**src/pff_pkg.sv**
```systemverilog
// ----------------------------------------------------------------------------
// pff_pkg
// Shared types, codes and helpers of the Pareto frontier filter.
// ----------------------------------------------------------------------------
package pff_pkg;

    localparam int OBJ_W   = 32;  // one objective value
    localparam int TAG_W   = 16;  // solution tag
    localparam int SLOT_W  = 6;   // slot index field
    localparam int CNT_W   = 7;   // reported counts
    localparam int MAX_OBJ = 4;   // objective ports on the interface

    typedef logic signed [OBJ_W-1:0] t_obj;

    typedef enum logic [1:0] {
        OP_INSERT = 2'd0,
        OP_CLEAR  = 2'd1,
        OP_READ   = 2'd2,
        OP_NOP    = 2'd3
    } t_opcode;

    typedef enum logic [1:0] {
        ST_ADDED     = 2'd0,
        ST_DOMINATED = 2'd1,
        ST_FULL      = 2'd2,
        ST_DONE      = 2'd3
    } t_status;

    // Add two objectives and clamp to the signed 32-bit range.
    function automatic t_obj sat_add(input t_obj a, input t_obj b);
        logic signed [OBJ_W:0] sum;
        t_obj                  res;
        sum = {a[OBJ_W-1], a} + {b[OBJ_W-1], b};
        if (sum[OBJ_W] != sum[OBJ_W-1]) begin
            res = sum[OBJ_W] ? {1'b1, {(OBJ_W-1){1'b0}}} : {1'b0, {(OBJ_W-1){1'b1}}};
        end else begin
            res = sum[OBJ_W-1:0];
        end
        return res;
    endfunction

endpackage

```
**src/pff_dom.sv**
```systemverilog
// ----------------------------------------------------------------------------
// pff_dom
// Weak dominance test: every objective of A is at least that of B.
// ----------------------------------------------------------------------------
module pff_dom #(
    parameter int NUM_OBJECTIVES = 3
) (
    input  logic [NUM_OBJECTIVES*pff_pkg::OBJ_W-1:0] i_a,
    input  logic [NUM_OBJECTIVES*pff_pkg::OBJ_W-1:0] i_b,
    output logic                                     o_ge
);

    always_comb begin
        o_ge = 1'b1;
        for (int k = 0; k < NUM_OBJECTIVES; k++) begin
            if ($signed(i_a[k*pff_pkg::OBJ_W +: pff_pkg::OBJ_W]) <
                $signed(i_b[k*pff_pkg::OBJ_W +: pff_pkg::OBJ_W])) begin
                o_ge = 1'b0;
            end
        end
    end

endmodule

```
**config.mk**
```make
export PLATFORM = sky130hd
export DESIGN_NAME = pff_dom
export DESIGN_NICKNAME = d
export VERILOG_FILES = /design/src/pff_pkg.sv /design/src/pff_dom.sv
export SDC_FILE = /design/constraint.sdc
export NUM_CORES = 1
export LEC_CHECK = 0
export BUFFER_PORTS_ARGS = -buffer_cell sky130_fd_sc_hd__buf_2
export CORE_ASPECT_RATIO = 1.1
export CORE_UTILIZATION = 30
export DETAILED_ROUTE_END_ITERATION = 12
export GPL_TIMING_DRIVEN = 0
export PLACE_DENSITY = 0.73
export SYNTH_ARGS = -nofsm -noshare
export SYNTH_HDL_FRONTEND = slang
export SYNTH_SLANG_ARGS = --single-unit
```
**constraint.sdc**
```tcl
create_clock -name vclk -period 2.35
set_clock_uncertainty 0.2 [all_clocks]
set_input_delay 0.47 -clock vclk [all_inputs]
set_output_delay 0.47 -clock vclk [all_outputs]
set_load 0.05 [all_outputs]
```
Word-level counts from Yosys, hierarchy flattened --
Index checks and enable logic that the tools add are counted.
Storage, ports and cells: output and inout bits 1, logic and storage cells 6, bits in registers 0
Cells by class: mux-type cells 3, order comparisons 3
Operators by type and width (count):
- 32-bit less-than comparator | 3
- 1-bit 2-to-1 mux | 3

Longest topological paths before layout --
word-level depth 4, gate-level depth with buffers 8, gate-level depth less buffers 8

Worst setup path after synthesis --
OpenSTA, ideal clock, no wires.
path type input to output, start point input port i_b[63] (netlist bit), end point output port o_ge, cell stages on the path 8, path slack -944 ps, path buffers 0, arrival time 2624 ps, data required time 1680 ps, cell sequence inv_1 -> ha_1 -> and4_1 -> a21oi_1 -> o21ai_1 -> nor4b_1 -> a221oi_1 -> nor4b_2
Between the ends: word-level cells in the longest chain between the ends 3
Ends and longest elaborated chain:
- from (decl) | line pff_dom.sv:9 | input logic [NUM_OBJECTIVES*pff_pkg::OBJ_W-1:0] i_b,
- 32-bit less-than comparator | line pff_dom.sv:16 | if ($signed(i_a[k*pff_pkg::OBJ_W +: pff_pkg::OBJ_W]) <
- 1-bit 2-to-1 mux (2 in a row) | line pff_dom.sv:16
- to (decl) | line pff_dom.sv:10 | output logic o_ge
Every way passes these cells.

Worst setup path in the final report --
start point input port i_a[5] (netlist bit), end point output port o_ge
Between the ends: word-level cells in the longest chain between the ends 4
Ends and longest elaborated chain:
- from (decl) | line pff_dom.sv:8 | input logic [NUM_OBJECTIVES*pff_pkg::OBJ_W-1:0] i_a,
- 32-bit less-than comparator | line pff_dom.sv:16
- 1-bit 2-to-1 mux (3 in a row) | line pff_dom.sv:16
Every way passes these cells.

==> results.cfg <==
[cells_and_area]
num_antenna_cells = 0
layout-drive-gt1-share_pct = 43.2
clock_buffers = 0
areaGrowthSynthToFinish_pct = 55.0
seq_cells = 0
nets = 812
regArea_um2 = 0
stdcell_count = 630
multiInputGateArea_um2 = 2190
fill_cells = 775

[status]
outcome = finished with violations
violations = setup timing

[placement]
portBuffers = 193
dp_hpwl_um = 6360
place_congestion = 0.802
dp.cells = 629

[floorplan]
coreArea_um2 = 7560
dieHeight_um = 95.4
die_width_um = 86.9
ios = 193
dieArea_um2 = 8300
start_util_pct = 31.5
rows = 33

[setup_path]
crit_type = in2out
arrival_ps = 2210
required_ps = 1680
endpoint_kind = output pin
start_kind = input pin
cp_max_fo = 2

[timing]
slew_viol_final = 0
final.period_utilization_pct = 123
fin_ws_ps = -529
rsz0062_at_grt = yes
setup_violations = 1
fin_crit_ps = 2880
relSlewSlack_pct = 75.8
tightest_slew_ps = 354
setup_tns_ps = -529
fmax_mhz = 347
final_hold_viol_count = 0

[synthesis]
yosysWarningCount = 0
synth_compound_area_share_pct = 20.4
synth_top_family_by_area = adder cells
synth-simple-area-share_pct = 15.4
ys_seq_area_share_pct = 0
synthAdderAreaFrac_pct = 48.9
synth_mux_area_share_pct = 0
ys_types = 34
syn-instance-count = 331
synth_xor_area_share_pct = 0
avgSynthCellArea_um2 = 7.19
netlist_area_um2 = 2380
syn_nets = 616

[clock_network]
ctsHoldBuffers = 0

[pwr]
swShare_pct = 46.7
power_density_nw_per_um2 = 156
ir_worst_vdd_uv = 63.8
switching_power_uw = 269
leakage_uw = 0.00230
p_clk_share_pct = 0
seq_power_share_pct = 0
p_int_uw = 308
power_frac_comb_pct = 100.0

[global_route]
antenna_found_initial = 0
track_usage_pct = 15.0
grt_max_degree = 5
grt_pass1_wl_um = 10600
grt_pass1_vias = 2916
overflow = 0

[min_path]
hold_class = in2out

[run]
max_cap_violations = 0

[routing]
vias = 2919
drtIter0Drc = 20
antenna_left = 0
drcViolationCount = 0
viasPerCell = 4.63
drt-total-wl_um = 6670
wl_per_cell_um = 10.6
first_pass_iters = 4
[critical path, cell delays in order]
cell	delay [ps]
buf_2	110
ha_1	290
a21oi_1	70
o21ai_0	280
a2bb2oi_1	120
a31oi_1	250
o31ai_2	140
nor4b_4	290
buf_6	190
[final cells by class]
type               instances  area share (%)
multi-input cells        234            59.4
repair buffers           194            26.8
well taps                105            3.56
inverters                 97            10.3
[cell usage in the layout (no fill, tap or decap), types with 7 or more instances in the layout]
cell type	n
ha_4	7
nor2_1	7
a21oi_1	25
a21o_1	11
buf_2	190
nand4_1	11
inv_1	91
ha_1	86
nand2_1	19
o21ai_0	10
[power groups by stage]
stage	Sequential [µW]	Clock [µW]	Combinational [µW]
2_1_floorplan	0	0	301
3_3_place_gp	0	0	523
3_5_place_dp	0	0	547
4_1_cts	0	0	587
5_1_grt	0	0	669
6_report	0	0	577
[metrics by stage]
step	setup slack [ps]	total power [µW]	area, µm²	util [%]	hold WS (ps)
6_report	-529	577	3690	48.8	1450
2_1_floorplan	-514	301	2470	-	1250
4_1_cts	-535	587	3690	48.8	1460
5_1_grt	-686	669	3690	48.8	1540
3_5_place_dp	-806	547	3560	47.2	1550
3_3_place_gp	-754	523	3560	47.2	1520
[metal layers]
| metal | up-vias | track usage (%) | share of wire (%) |
|---|---|---|---|
| li1 | 1542 | - | - |
| met1 | 1258 | 14.8 | 37 |
| met2 | 113 | 33.4 | 54 |
| met3 | 6 | 1.73 | 7.5 |
| met4 | 0 | 1.25 | 0.60 |
| met5 | - | 0 | 0 |
[logic make-up (layout without fill, tap and decap cells)]
logic type               after synthesis  after routing
buffers and inverters                 97            291
adder cells (fa/ha/maj)               93             93
AND/OR/NAND/NOR                       64             64
AO/OA/AOI/OAI                         77             77
[synthesized netlist by cell type]
cell,instances,area (µm²)
nor3_1,4,20.0
nor4b_1,1,8.76
o21bai_1,1,7.51
nand2_1,19,71.3
nand2b_4,1,13.8
a2111o_1,1,11.3
and4_1,5,43.8
o31ai_1,1,7.51
o21ai_0,12,60.1
nand2b_1,4,25.0
a311oi_1,1,8.76
nor4b_2,2,30.0
nor4_1,2,12.5
nand4b_1,1,8.76
o2111ai_1,1,8.76
a2bb2oi_1,1,8.76
nand3_1,5,25.0
or2_2,1,6.26
a21oi_1,29,145
nor2_1,7,26.3
a31oi_1,3,18.8
a211oi_1,2,15.0
nand4_1,11,68.8
inv_1,97,364
o221ai_1,1,8.76
nand3b_1,1,7.51
o211ai_1,2,15.0
ha_1,93,1160
a21boi_0,1,7.51
a2111oi_0,4,35.0
o21ai_1,1,5.00
a221oi_1,2,17.5
o21a_1,3,22.5
a21o_1,11,82.6
[what timing repair did]
item                       in CTS  in global routing
setup endpoints to repair       1                  1
resized for setup              27                  0
cloned                          0                  0
pin swaps                      15                  0
buffers inserted                1                  0
[final timing paths]
kind              cells after the start   end     from
setup / recovery                      9  o_ge   i_a[5]
hold / removal                        5  o_ge  i_a[94]
(Power assumes the default switching activity.)
